$ cat config.mk
export PLATFORM = sky130hd
export DESIGN_NAME = selective_repeat_sender_window_unit_flat
export DESIGN_NICKNAME = d
export VERILOG_FILES = /design/src/rtl/srsw_pkg.sv /design/src/rtl/srsw_if.sv /design/src/rtl/selective_repeat_sender_window_unit.sv /design/src/rtl/srsw_ram.sv /design/src/flat_wrapper.sv
export SDC_FILE = /design/constraint.sdc
export NUM_CORES = 1
export LEC_CHECK = 0
export CAP_MARGIN = 20
export CORE_ASPECT_RATIO = 2
export CORE_MARGIN = 2
export CORE_UTILIZATION = 55
export DETAILED_ROUTE_END_ITERATION = 16
export DONT_BUFFER_PORTS = 1
export GPL_TIMING_DRIVEN = 0
export PLACE_DENSITY = 0.7
export REMOVE_ABC_BUFFERS = 1
export SLEW_MARGIN = 10
export SYNTH_ARGS = -nofsm -noshare
export SYNTH_HDL_FRONTEND = slang
export SYNTH_SLANG_ARGS = --single-unit
$ cat constraint.sdc
create_clock -name clk -period 23 [get_ports clk]
set_clock_uncertainty 0.15 [all_clocks]
set_input_delay 4.6 -clock clk [delete_from_list [all_inputs] [get_ports clk]]
set_output_delay 4.6 -clock clk [all_outputs]
set_load 0.02 [all_outputs]
$ cat src/rtl/srsw_pkg.sv
package srsw_pkg;

  localparam int SEQ_COUNT    = 8;
  localparam int PAYLOAD_BITS = 64;

  localparam int          CFG_W        = 3;
  localparam logic [2:0]  WINDOW_RESET = 3'd4;

  localparam logic [1:0] REQ_SEND    = 2'd0;
  localparam logic [1:0] REQ_ACK     = 2'd1;
  localparam logic [1:0] REQ_TIMEOUT = 2'd2;

endpackage

$ cat src/rtl/srsw_if.sv
interface srsw_req_if #(
  parameter int SEQ_W = 3,
  parameter int PAY_W = 64
);
  logic             valid;
  logic             ready;
  logic [1:0]       req_type;
  logic [PAY_W-1:0] payload_word;
  logic [SEQ_W-1:0] seq_number;
  logic             checksum_ok;

  modport src (output valid, req_type, payload_word, seq_number, checksum_ok,
               input ready);
  modport snk (input valid, req_type, payload_word, seq_number, checksum_ok,
               output ready);
endinterface

interface srsw_rsp_if #(
  parameter int SEQ_W = 3,
  parameter int PAY_W = 64
);
  logic             valid;
  logic             ready;
  logic             accepted;
  logic             send_packet;
  logic [SEQ_W-1:0] packet_seq;
  logic [PAY_W-1:0] packet_payload;
  logic             timer_start;
  logic             timer_stop;
  logic [SEQ_W-1:0] window_base;
  logic [SEQ_W-1:0] next_sequence;

  modport src (output valid, accepted, send_packet, packet_seq, packet_payload,
               timer_start, timer_stop, window_base, next_sequence,
               input ready);
  modport snk (input valid, accepted, send_packet, packet_seq, packet_payload,
               timer_start, timer_stop, window_base, next_sequence,
               output ready);
endinterface

$ cat src/rtl/selective_repeat_sender_window_unit.sv
// Channel  Dir  Transaction
// req      in   one request: send, ack or timeout (req_type, payload, seq, checksum flag)
// rsp      out  one result per request: event fields plus window base / next seq
// cfg      in   window_size write, taken whenever cfg_wr_en is high
//
// Each request steps through DNEXT, DSEQ and EXEC to DONE (send, ignored requests); a timeout
// adds RD (payload RAM read), and a good ack adds SLIDE, which slides the base over k slots.
// A single modular-distance unit is shared between the next-sequence and the
// request-sequence offsets, stepped by the control FSM; the slide walks one slot a cycle.
// rst is synchronous: window base, next sequence and acked bits clear, window size 4.
// A request is taken while a finished result still waits in the output register;
// the result stage holds until rsp.ready.
module selective_repeat_sender_window_unit #(
  parameter int SEQ_COUNT    = srsw_pkg::SEQ_COUNT,
  parameter int PAYLOAD_BITS = srsw_pkg::PAYLOAD_BITS,
  localparam int SEQ_W       = $clog2(SEQ_COUNT)
) (
  input  logic                       clk,
  input  logic                       rst,
  srsw_req_if.snk                    req,
  srsw_rsp_if.src                    rsp,
  input  logic                       cfg_wr_en,
  input  logic [srsw_pkg::CFG_W-1:0] cfg_wr_data
);

  localparam int CW = (SEQ_W > srsw_pkg::CFG_W) ? SEQ_W : srsw_pkg::CFG_W;

  typedef enum logic [2:0] {
    ST_IDLE, ST_DNEXT, ST_DSEQ, ST_EXEC, ST_RD, ST_SLIDE, ST_DONE
  } state_t;

  state_t                     state;
  logic [srsw_pkg::CFG_W-1:0] window_size;
  logic [SEQ_W-1:0]           base;
  logic [SEQ_W-1:0]           next_seq;
  logic [SEQ_COUNT-1:0]       acked;

  logic [1:0]              req_q;
  logic [PAYLOAD_BITS-1:0] pay_q;
  logic [SEQ_W-1:0]        seq_q;
  logic                    csum_q;
  logic [SEQ_W-1:0]        dn;
  logic [SEQ_W-1:0]        ds;

  logic                    p_acc, p_snd, p_tstart, p_tstop, p_rd;
  logic [SEQ_W-1:0]        p_pseq;
  logic [PAYLOAD_BITS-1:0] p_ppay;

  logic                    rsp_valid;
  logic                    o_acc, o_snd, o_tstart, o_tstop;
  logic [SEQ_W-1:0]        o_pseq, o_base, o_next;
  logic [PAYLOAD_BITS-1:0] o_ppay;

  // shared modular distance unit: (a - base) mod SEQ_COUNT
  logic [SEQ_W-1:0] dist_a;
  logic [SEQ_W:0]   dist_wrap;
  logic [SEQ_W-1:0] dist_out;

  assign dist_a    = (state == ST_DNEXT) ? next_seq : seq_q;
  assign dist_wrap = {1'b0, dist_a} + (SEQ_W+1)'(SEQ_COUNT) - {1'b0, base};
  assign dist_out  = (dist_a >= base) ? (dist_a - base) : dist_wrap[SEQ_W-1:0];

  function automatic logic [SEQ_W-1:0] seq_inc(input logic [SEQ_W-1:0] x);
    seq_inc = (x == SEQ_W'(SEQ_COUNT - 1)) ? '0 : x + 1'b1;
  endfunction

  logic [CW-1:0] effw;
  logic          room;
  logic          seq_ok;
  logic          outstanding;
  logic          out_free;
  logic          ram_we;
  logic [PAYLOAD_BITS-1:0] ram_rdata;

  always_comb begin
    effw = CW'(window_size);
    if (effw == '0) begin
      effw = CW'(1);
    end
    if (effw > CW'(SEQ_COUNT / 2)) begin
      effw = CW'(SEQ_COUNT / 2);
    end
  end

  assign room        = CW'(dn) < effw;
  assign seq_ok      = {1'b0, seq_q} < (SEQ_W+1)'(SEQ_COUNT);
  assign outstanding = seq_ok && (ds < dn);
  assign out_free    = !rsp_valid || rsp.ready;
  assign ram_we      = (state == ST_EXEC) && (req_q == srsw_pkg::REQ_SEND) && room;

  assign req.ready = (state == ST_IDLE);

  srsw_ram #(
    .WIDTH (PAYLOAD_BITS),
    .DEPTH (SEQ_COUNT)
  ) u_store (
    .clk   (clk),
    .we    (ram_we),
    .waddr (next_seq),
    .wdata (pay_q),
    .raddr (seq_q),
    .rdata (ram_rdata)
  );

  always_ff @(posedge clk) begin
    if (rst) begin
      state       <= ST_IDLE;
      window_size <= srsw_pkg::WINDOW_RESET;
      base        <= '0;
      next_seq    <= '0;
      acked       <= '0;
      rsp_valid   <= 1'b0;
    end else begin
      if (cfg_wr_en) begin
        window_size <= cfg_wr_data;
      end
      if (rsp_valid && rsp.ready && state != ST_DONE) begin
        rsp_valid <= 1'b0;
      end
      unique case (state)
        ST_IDLE: begin
          if (req.valid) begin
            req_q  <= req.req_type;
            pay_q  <= req.payload_word;
            seq_q  <= req.seq_number;
            csum_q <= req.checksum_ok;
            state  <= ST_DNEXT;
          end
        end
        ST_DNEXT: begin
          dn    <= dist_out;
          state <= ST_DSEQ;
        end
        ST_DSEQ: begin
          ds    <= dist_out;
          state <= ST_EXEC;
        end
        ST_EXEC: begin
          p_acc    <= 1'b0;
          p_snd    <= 1'b0;
          p_tstart <= 1'b0;
          p_tstop  <= 1'b0;
          p_rd     <= 1'b0;
          p_pseq   <= '0;
          p_ppay   <= '0;
          state    <= ST_DONE;
          case (req_q)
            srsw_pkg::REQ_SEND: begin
              if (room) begin
                acked[next_seq] <= 1'b0;
                p_acc    <= 1'b1;
                p_snd    <= 1'b1;
                p_tstart <= 1'b1;
                p_pseq   <= next_seq;
                p_ppay   <= pay_q;
                next_seq <= seq_inc(next_seq);
              end
            end
            srsw_pkg::REQ_ACK: begin
              if (csum_q && outstanding) begin
                acked[seq_q] <= 1'b1;
                p_tstop <= 1'b1;
                p_pseq  <= seq_q;
                state   <= ST_SLIDE;
              end
            end
            srsw_pkg::REQ_TIMEOUT: begin
              if (outstanding && !acked[seq_q]) begin
                p_snd    <= 1'b1;
                p_tstart <= 1'b1;
                p_pseq   <= seq_q;
                p_rd     <= 1'b1;
                state    <= ST_RD;
              end
            end
            default: begin
            end
          endcase
        end
        ST_RD: begin
          state <= ST_DONE;
        end
        ST_SLIDE: begin
          if (acked[base]) begin
            acked[base] <= 1'b0;
            base        <= seq_inc(base);
          end else begin
            state <= ST_DONE;
          end
        end
        ST_DONE: begin
          if (out_free) begin
            rsp_valid <= 1'b1;
            o_acc     <= p_acc;
            o_snd     <= p_snd;
            o_tstart  <= p_tstart;
            o_tstop   <= p_tstop;
            o_pseq    <= p_pseq;
            o_ppay    <= p_rd ? ram_rdata : p_ppay;
            o_base    <= base;
            o_next    <= next_seq;
            state     <= ST_IDLE;
          end
        end
        default: begin
          state <= ST_IDLE;
        end
      endcase
    end
  end

  assign rsp.valid          = rsp_valid;
  assign rsp.accepted       = o_acc;
  assign rsp.send_packet    = o_snd;
  assign rsp.packet_seq     = o_pseq;
  assign rsp.packet_payload = o_ppay;
  assign rsp.timer_start    = o_tstart;
  assign rsp.timer_stop     = o_tstop;
  assign rsp.window_base    = o_base;
  assign rsp.next_sequence  = o_next;

  logic [SEQ_W:0] fill;
  assign fill = (next_seq >= base) ? {1'b0, next_seq - base}
              : ({1'b0, next_seq} + (SEQ_W+1)'(SEQ_COUNT) - {1'b0, base});

  a_fill_bound: assert property (@(posedge clk) disable iff (rst)
    state == ST_IDLE |-> fill <= (SEQ_W+1)'(SEQ_COUNT / 2))
    else $error("outstanding count exceeds half the sequence space");

  a_next_unacked: assert property (@(posedge clk) disable iff (rst)
    state == ST_IDLE |-> !acked[next_seq])
    else $error("acked mark set at next sequence slot");

  a_start_stop: assert property (@(posedge clk) disable iff (rst)
    rsp_valid |-> !(o_tstart && o_tstop))
    else $error("timer start and stop in one result");

  a_accept_send: assert property (@(posedge clk) disable iff (rst)
    rsp_valid && o_acc |-> o_snd && o_tstart)
    else $error("accepted send without packet and timer start");

endmodule

$ cat src/rtl/srsw_ram.sv
module srsw_ram #(
  parameter int WIDTH = 64,
  parameter int DEPTH = 8,
  localparam int AW   = (DEPTH > 1) ? $clog2(DEPTH) : 1
) (
  input  logic             clk,
  input  logic             we,
  input  logic [AW-1:0]    waddr,
  input  logic [WIDTH-1:0] wdata,
  input  logic [AW-1:0]    raddr,
  output logic [WIDTH-1:0] rdata
);

  logic [WIDTH-1:0] mem [DEPTH];

  always_ff @(posedge clk) begin
    if (we) begin
      mem[waddr] <= wdata;
    end
    rdata <= mem[raddr];
  end

endmodule

$ cat src/flat_wrapper.sv
// flat-port wrapper written by rule: the top's interface ports become plain ports
module selective_repeat_sender_window_unit_flat 
#(
  parameter int SEQ_COUNT    = srsw_pkg::SEQ_COUNT,
  parameter int PAYLOAD_BITS = srsw_pkg::PAYLOAD_BITS,
  localparam int SEQ_W       = $clog2(SEQ_COUNT)
)
  (clk, rst, cfg_wr_en, cfg_wr_data, req_valid, req_req_type, req_payload_word, req_seq_number, req_checksum_ok, req_ready, rsp_valid, rsp_accepted, rsp_send_packet, rsp_packet_seq, rsp_packet_payload, rsp_timer_start, rsp_timer_stop, rsp_window_base, rsp_next_sequence, rsp_ready);
  srsw_req_if #(.SEQ_W(($clog2(SEQ_COUNT))), .PAY_W(PAYLOAD_BITS)) req_i ();
  srsw_rsp_if #(.SEQ_W(($clog2(SEQ_COUNT))), .PAY_W(PAYLOAD_BITS)) rsp_i ();
  input  logic clk;
  input  logic rst;
  input  logic cfg_wr_en;
  input  logic [srsw_pkg::CFG_W-1:0] cfg_wr_data;
  input wire logic [$bits(req_i.valid)-1:0] req_valid;
  input wire logic [$bits(req_i.req_type)-1:0] req_req_type;
  input wire logic [$bits(req_i.payload_word)-1:0] req_payload_word;
  input wire logic [$bits(req_i.seq_number)-1:0] req_seq_number;
  input wire logic [$bits(req_i.checksum_ok)-1:0] req_checksum_ok;
  output wire logic [$bits(req_i.ready)-1:0] req_ready;
  output wire logic [$bits(rsp_i.valid)-1:0] rsp_valid;
  output wire logic [$bits(rsp_i.accepted)-1:0] rsp_accepted;
  output wire logic [$bits(rsp_i.send_packet)-1:0] rsp_send_packet;
  output wire logic [$bits(rsp_i.packet_seq)-1:0] rsp_packet_seq;
  output wire logic [$bits(rsp_i.packet_payload)-1:0] rsp_packet_payload;
  output wire logic [$bits(rsp_i.timer_start)-1:0] rsp_timer_start;
  output wire logic [$bits(rsp_i.timer_stop)-1:0] rsp_timer_stop;
  output wire logic [$bits(rsp_i.window_base)-1:0] rsp_window_base;
  output wire logic [$bits(rsp_i.next_sequence)-1:0] rsp_next_sequence;
  input wire logic [$bits(rsp_i.ready)-1:0] rsp_ready;
  assign req_i.valid = req_valid;
  assign req_i.req_type = req_req_type;
  assign req_i.payload_word = req_payload_word;
  assign req_i.seq_number = req_seq_number;
  assign req_i.checksum_ok = req_checksum_ok;
  assign req_ready = req_i.ready;
  assign rsp_valid = rsp_i.valid;
  assign rsp_accepted = rsp_i.accepted;
  assign rsp_send_packet = rsp_i.send_packet;
  assign rsp_packet_seq = rsp_i.packet_seq;
  assign rsp_packet_payload = rsp_i.packet_payload;
  assign rsp_timer_start = rsp_i.timer_start;
  assign rsp_timer_stop = rsp_i.timer_stop;
  assign rsp_window_base = rsp_i.window_base;
  assign rsp_next_sequence = rsp_i.next_sequence;
  assign rsp_i.ready = rsp_ready;
  selective_repeat_sender_window_unit #(.SEQ_COUNT(SEQ_COUNT), .PAYLOAD_BITS(PAYLOAD_BITS)) u_core (.clk(clk), .rst(rst), .req(req_i), .rsp(rsp_i), .cfg_wr_en(cfg_wr_en), .cfg_wr_data(cfg_wr_data));
endmodule
==> run_results.csv, run 1 <==
group,metric,value,unit
clocking,cts_root_buffer,"clkbuf_16",
yosys,synth-main-ff-cell,"edfxtp_1",
grt,grt_pass1_vias,15200,
place,gp_congestion,0.849,
critical_path,r2r_start,"u_core.req_q[1]",
layout,fin_nets,1755,
yosys,synth_top_area_share,76.5,%
pwr,leakagePower,10.9,nW
clocking,cts_buffers,69,
critical_path,cp.required,18250,ps
layout,fillCellCount,3404,
floorplan,die-area,0.0544,mm^2
clocking,cts_max_level,3,
sta,rsz0062_at_grt,"no",
yosys,yosys_warnings,0,
routing,via_per_inst,6.28,
clocking,postCtsHoldBufs,0,
layout,drive_gt1_share,19.0,%
grt,grt_pass1_wl,95100,um
sta,finalHoldViolCount,0,
pwr,power,2.92,mW
clocking,ctsResizeCount,0,
yosys,synthTopCellsByArea,"edfxtp_1 (77%), a22oi_1 (6.7%), dfxtp_1 (5.9%)",
yosys,async_flop_share,0,%
critical_path,crit_family,"simple AND/OR/NAND/NOR gates",
critical_path,cp-start-kind,"flop",
grt,globalRouteTotalUtil,23.5,%
sta,worst_hold_slack,269,ps
sta,fmax,157,MHz
run_status,status,"finished clean",
yosys,avgSynthCellArea,18.6,um^2
layout,synthToLayoutAreaGrowth,15.5,%
place,portBuffers,0,
critical_path,crit_path_end_kind,"output pin",
critical_path,cp-startpoint,"u_core.state[0]",
critical_path,crit_buf_inv,0,
critical_path,cp_cell_sequence,"nor3_1",
place,place_area,0.0310,mm^2
sta,setup_tns,0,ps
floorplan,die_x,166,um
place,dp_hpwl,41100,um
yosys,synth_top_area_cell,"edfxtp_1",
sta,max_slew.worst_pin.slew,931,ps
yosys,syn_area,0.0288,mm^2
min_path,hp-class,"flop to flop",
routing,dr.pass1.iters,7,
yosys,netlist_instances,1553,
yosys,ys_top_cells_by_count,"edfxtp_1 (735), a22oi_1 (256), dfxtp_1 (85)",
sta,setup_viol,0,
floorplan,num_rows,118,
routing,routedWlPerCell,26.9,um
pwr,power.density,87.8,mW/mm^2
routing,drc,0,
clocking,cts.path.max_buffers,3,
yosys,ys_ff_latch,820,
routing,num_vias,14900,
clocking,cts_sinks,820,
routing,drt-total-wl,64000,um
floorplan,die_h,328,um
critical_path,cp.arrival,1640,ps
clocking,path_clk_slew,70,ps
critical_path,slowest_delay,630,ps
sta,period_share,27.8,%
flow_run,maxCapViolations,0,
grt,grt_max_degree,30,
routing,first_iter_violations,1628,
sta,layout_min_cycle_time,6390,ps
yosys,synth_most_common_cell,"edfxtp_1",
critical_path,critPathKind,"flop to output pin",
clocking,cts_tree,"yes",
clocking,cts_setup_buffers,0,
critical_path,crit_slowest_cell,"nor3_1",
floorplan,initial_utilization,55.6,%
grt,grt_antenna_before_repair,4,
min_path,hp-start,"u_core.p_acc",
yosys,yosysUniqueCellTypes,54,
layout,stdcell_area,0.0333,mm^2
sta,slew_headroom,37.6,%
critical_path,critPathMaxFanout,9,
yosys,synth_edf_count,735,
sta,slew_viol_final,0,
routing,ant_nets,0,
floorplan,io_pins,157,
grt,grt-ovfl-total,0,
pwr,vdd_drop_max,0.0000806,V
clocking,clock_latency,610,ps
floorplan,core,0.0518,mm^2
yosys,synth_seq_area_share,82.4,%
## cells in the final DEF, fill, tap and decap left out, types with 3 or more instances in the layout
cell and n:
a21oi_1 23, a22oi_1 256, a31oi_1 9, and2_1 64
buf_12 21, buf_16 12, buf_2 3, buf_4 60
buf_6 23, buf_8 5, bufinv_16 5, clkbuf_1 16
clkbuf_16 72, clkbuf_8 13, clkinv_1 4, clkinv_2 9
clkinvlp_4 3, dfxtp_1 85, edfxtp_1 735, ha_1 13
inv_1 15, inv_6 3, mux2_2 65, mux2i_1 12
nand2_1 19, nand2b_1 6, nand3_1 6, nand4_1 64
nor2_1 18, nor2_4 11, nor3_1 7, nor3_2 8
o21ai_0 9, or3_1 7
## per-layer routing
metal | part of all wire [%] | vias to the layer above | GRT usage, % | wire [um]
met1 | 38 | 7664 | 29.9 | 24600
met4 | 3.6 | 4 | 10.6 | 2310
met2 | 51 | 644 | 40.0 | 33000
met5 | 0.039 | - | 0 | 25
met3 | 6.4 | 163 | 3.71 | 4110
li1 | - | 6469 | - | -
## path summary, 6_finish.rpt
| kind | end | slack [ps] | cells after the start |
|---|---|---|---|
| max | req_ready | 16610 | 1 |
| min | u_core.rsp.accepted | 270 | 0 |
| max reg2reg | u_core.u_store.mem[5][30] | 18710 | 11 |
| min reg2reg | u_core.rsp.accepted | 270 | 0 |
## area by class of cell
type                    instances  area [um^2]  share of cell area [%]
flip-flops and latches        820        23800                    71.3
multi-input cells             632         4790                    14.4
clock buffers                 101         2040                    6.12
repair buffers                124         1550                    4.65
well taps                     660          826                    2.48
clock inverters                25          275                   0.826
inverters                      16         60.1                   0.180
diodes                          2         5.00                  0.0150
## through the flow
step           util (%)  setup slack (ps)  std cells
6_report           64.3             16610       2380
5_1_grt            64.3             16540       2380
4_1_cts            64.3             16600       2378
3_5_place_dp       59.8             16160       2252
3_3_place_gp       56.6              3440       2128
2_1_floorplan         -              9530       1468
## power by group
group | internal [mW] | leakage (nW) | switching [mW]
sequential | 1.64 | 7.41 | 0.0196
combinational | 0.0330 | 2.35 | 0.0501
clock | 0.676 | 1.13 | 0.504
total | 2.35 | 10.9 | 0.573
## kinds of logic after synthesis
kind of cell,after synthesis,share of synthesized area (%)
AOI/OAI and AO/OA,314,7.94
xor gates and xnor gates,2,0.0608
adders and majority gates,14,0.634
buffers and inverters,101,1.38
DFF,820,82.4
muxes,79,3.12
and+or+nand+nor,223,4.43
## registers in the layout, summed over array words and instances, names as in the netlist, 2 cells and up
| register | flops |
|---|---|
| u_core.rsp.next_sequence | 3 |
| u_core.base | 3 |
| u_core.req_q | 2 |
| u_core.rsp.window_base | 3 |
| u_core.pay_q | 64 |
| u_core.rsp.packet_seq | 3 |
| u_core.dn | 3 |
| u_core.state | 3 |
| u_core.u_store.rdata | 64 |
| u_core.u_store.mem | 512 |
| u_core.p_pseq | 3 |
| u_core.seq_q | 3 |
| u_core.rsp.packet_payload | 64 |
| u_core.ds | 3 |
| u_core.next_seq | 3 |
| u_core.p_ppay | 64 |
| u_core.acked | 8 |
| u_core.window_size | 3 |
Note: power is estimated with default switching activity, not from simulation.
==> inputs of run 2 (changes only) <==
--- a/config.mk
+++ b/config.mk
@@ -12,7 +12,7 @@
 export DETAILED_ROUTE_END_ITERATION = 16
 export DONT_BUFFER_PORTS = 1
 export GPL_TIMING_DRIVEN = 0
-export PLACE_DENSITY = 0.7
+export PLACE_DENSITY = 0.73
 export REMOVE_ABC_BUFFERS = 1
 export SLEW_MARGIN = 10
 export SYNTH_ARGS = -nofsm -noshare
==> constraint.sdc (replaced) <==
create_clock -name clk -period 5.8 [get_ports clk]
set_clock_uncertainty 0.15 [all_clocks]
set_input_delay 1.16 -clock clk [delete_from_list [all_inputs] [get_ports clk]]
set_output_delay 1.16 -clock clk [all_outputs]
set_load 0.02 [all_outputs]
==> run 2 against run 1 <==
Against the previous run: cell count rose by 0.25%; final area fell by 0.20%; largest cell class unchanged; critical path depth rose by 11; largest power group unchanged; highest routed layer unchanged.
==> run_results.csv, run 2 (synthesized netlist as in run 1, its figures left out) <==
group,metric,value,unit
run_status,status,"finished clean",
critical_path,critPathKind,"flop to flop",
layout,final_cell_mix,"edfxtp_1 (735), a22oi_1 (256), dfxtp_1 (85), clkbuf_16 (71), mux2_2 (65)",
routing,met1_length,24500,um
floorplan,die_x,166,um
critical_path,cp.arrival,4750,ps
layout,fin_nets,1758,
floorplan,die-area,0.0544,mm^2
layout,synthToLayoutAreaGrowth,15.3,%
place,place_area,0.0310,mm^2
flow_run,maxCapViolations,0,
layout,layout_commonest_cell,"edfxtp_1",
routing,dr.pass1.iters,5,
sta,fmax,217,MHz
grt,grt_pass1_wl,96500,um
pwr,power,11.5,mW
grt,grt-ovfl-total,0,
sta,setup_tns,0,ps
sta,period_share,79.5,%
critical_path,cp.required,5930,ps
critical_path,crit_path_end_kind,"flop",
clocking,cts_sinks,820,
grt,globalRouteTotalUtil,23.8,%
critical_path,timing.rr.end,"u_core.u_store.mem[5][13]",
min_path,hold_path_depth,0,
routing,first_iter_violations,1638,
clocking,cts.path.max_buffers,3,
clocking,cts_root_buffer,"clkbuf_16",
place,portBuffers,0,
critical_path,cp-start-kind,"flop",
floorplan,die_h,328,um
sta,finalWorstSetupSlack,1190,ps
sta,finalHoldViolCount,0,
critical_path,r2r_start,"u_core.req_q[1]",
pwr,vdd_drop_max,0.000330,V
min_path,hp-class,"flop to flop",
critical_path,critPathMaxFanout,27,
routing,drc,0,
sta,setup_viol,0,
pwr,leakagePower,10.9,nW
routing,ant_nets,0,
min_path,hold_end,"u_core.rsp.send_packet",
grt,grt_antenna_before_repair,10,
routing,via_per_inst,6.22,
sta,slew_headroom,29.9,%
place,gp_congestion,0.859,
routing,num_vias,14800,
place,post-place-ws,1190,ps
place,dp_hpwl,41400,um
clocking,cts_max_level,3,
routing,met2_length,33400,um
routing,wl_met3,4410,um
floorplan,core,0.0518,mm^2
floorplan,num_rows,118,
clocking,postCtsHoldBufs,0,
routing,routedWlPerCell,27.0,um
grt,grt_pass1_vias,15500,
grt,grt_max_degree,28,
clocking,cts_setup_buffers,0,
sta,layout_min_cycle_time,4610,ps
sta,slew_viol_final,0,
clocking,path_clk_slew,70,ps
floorplan,io_pins,157,
floorplan,initial_utilization,55.6,%
clocking,cts_buffers,70,
pwr,power.density,347,mW/mm^2
routing,drt-total-wl,64500,um
clocking,clock_latency,610,ps
min_path,hp-start,"u_core.p_snd",
critical_path,r2r_setup_slack,1190,ps
layout,regMostFlops,"u_core.u_store.mem",
sta,max_slew.worst_pin.slew,1050,ps
layout,stdcell_area,0.0333,mm^2
clocking,ctsResizeCount,0,
clocking,cts_tree,"yes",
layout,drive_gt1_share,19.1,%
sta,rsz0062_at_grt,"no",
critical_path,reg2reg_depth,12,
layout,largest_reg_flops,512,
routing,top_layer_used,"met5",
-- run 2: changes by cell type in the layout (fill, tap and decap cells not counted), sizes merged --
cell	change
buf	+2
clkinvlp	+1
diode	+2
clkinv	+11
clkbuf	-10
-- run 2: area by class of cell --
cell class | count | area (um^2)
antenna | 4 | 10.0
clock buffer | 91 | 1920
clock inverter | 37 | 350
fill | 3419 | 18600
inverter | 16 | 60.1
multi-input combinational | 632 | 4790
sequential | 820 | 23800
tap | 660 | 826
timing repair buffer | 126 | 1520
-- run 2: how the worst max path moves through the flow --
stage | slack, ps | start | end
finish | 1190 | u_core.req_q[1] | u_core.u_store.mem[5][13]
global route | 980 | u_core.req_q[0] | u_core.u_store.mem[5][12]
CTS | 1140 | u_core.req_q[0] | u_core.u_store.mem[5][12]
detailed placement | 1190 | u_core.req_q[0] | u_core.u_store.mem[5][42]
global placement | -11480 | u_core.req_q[0] | u_core.u_store.mem[0][55]
floorplan | -4230 | rst | u_core.rsp.accepted
-- run 2: report_power, final --
part	total, mW	switching (mW)	internal (mW)
clock	4.62	2.03	2.58
sequential	6.59	0.0755	6.51
combinational	0.327	0.199	0.128
total	11.5	2.31	9.23
-- run 2: worst max-delay path: stages (launching register included) --
cell and delay, ps:
edfxtp_1 440, inv_1 110, ha_1 260, nand3b_1 210, nor2_4 700, buf_12 280, buf_16 190, nand2_1 230
nor3_2 700, buf_4 320, buf_6 180, buf_4 240, buf_4 240
-- run 2: stage by stage --
step | util [%] | instances | hold WS (ps)
detailed placement | 59.8 | 2254 | 255
global route | 64.2 | 2384 | 285
global placement | 56.6 | 2128 | 250
finish | 64.2 | 2386 | 271
floorplan | - | 1468 | 250
CTS | 64.1 | 2382 | 271
-- run 2: per-layer routing --
metal	GRT usage (%)	up-vias
li1	-	6475
met1	29.9	7527
met2	41.5	685
met3	4.02	144
met4	9.38	12
met5	0	-
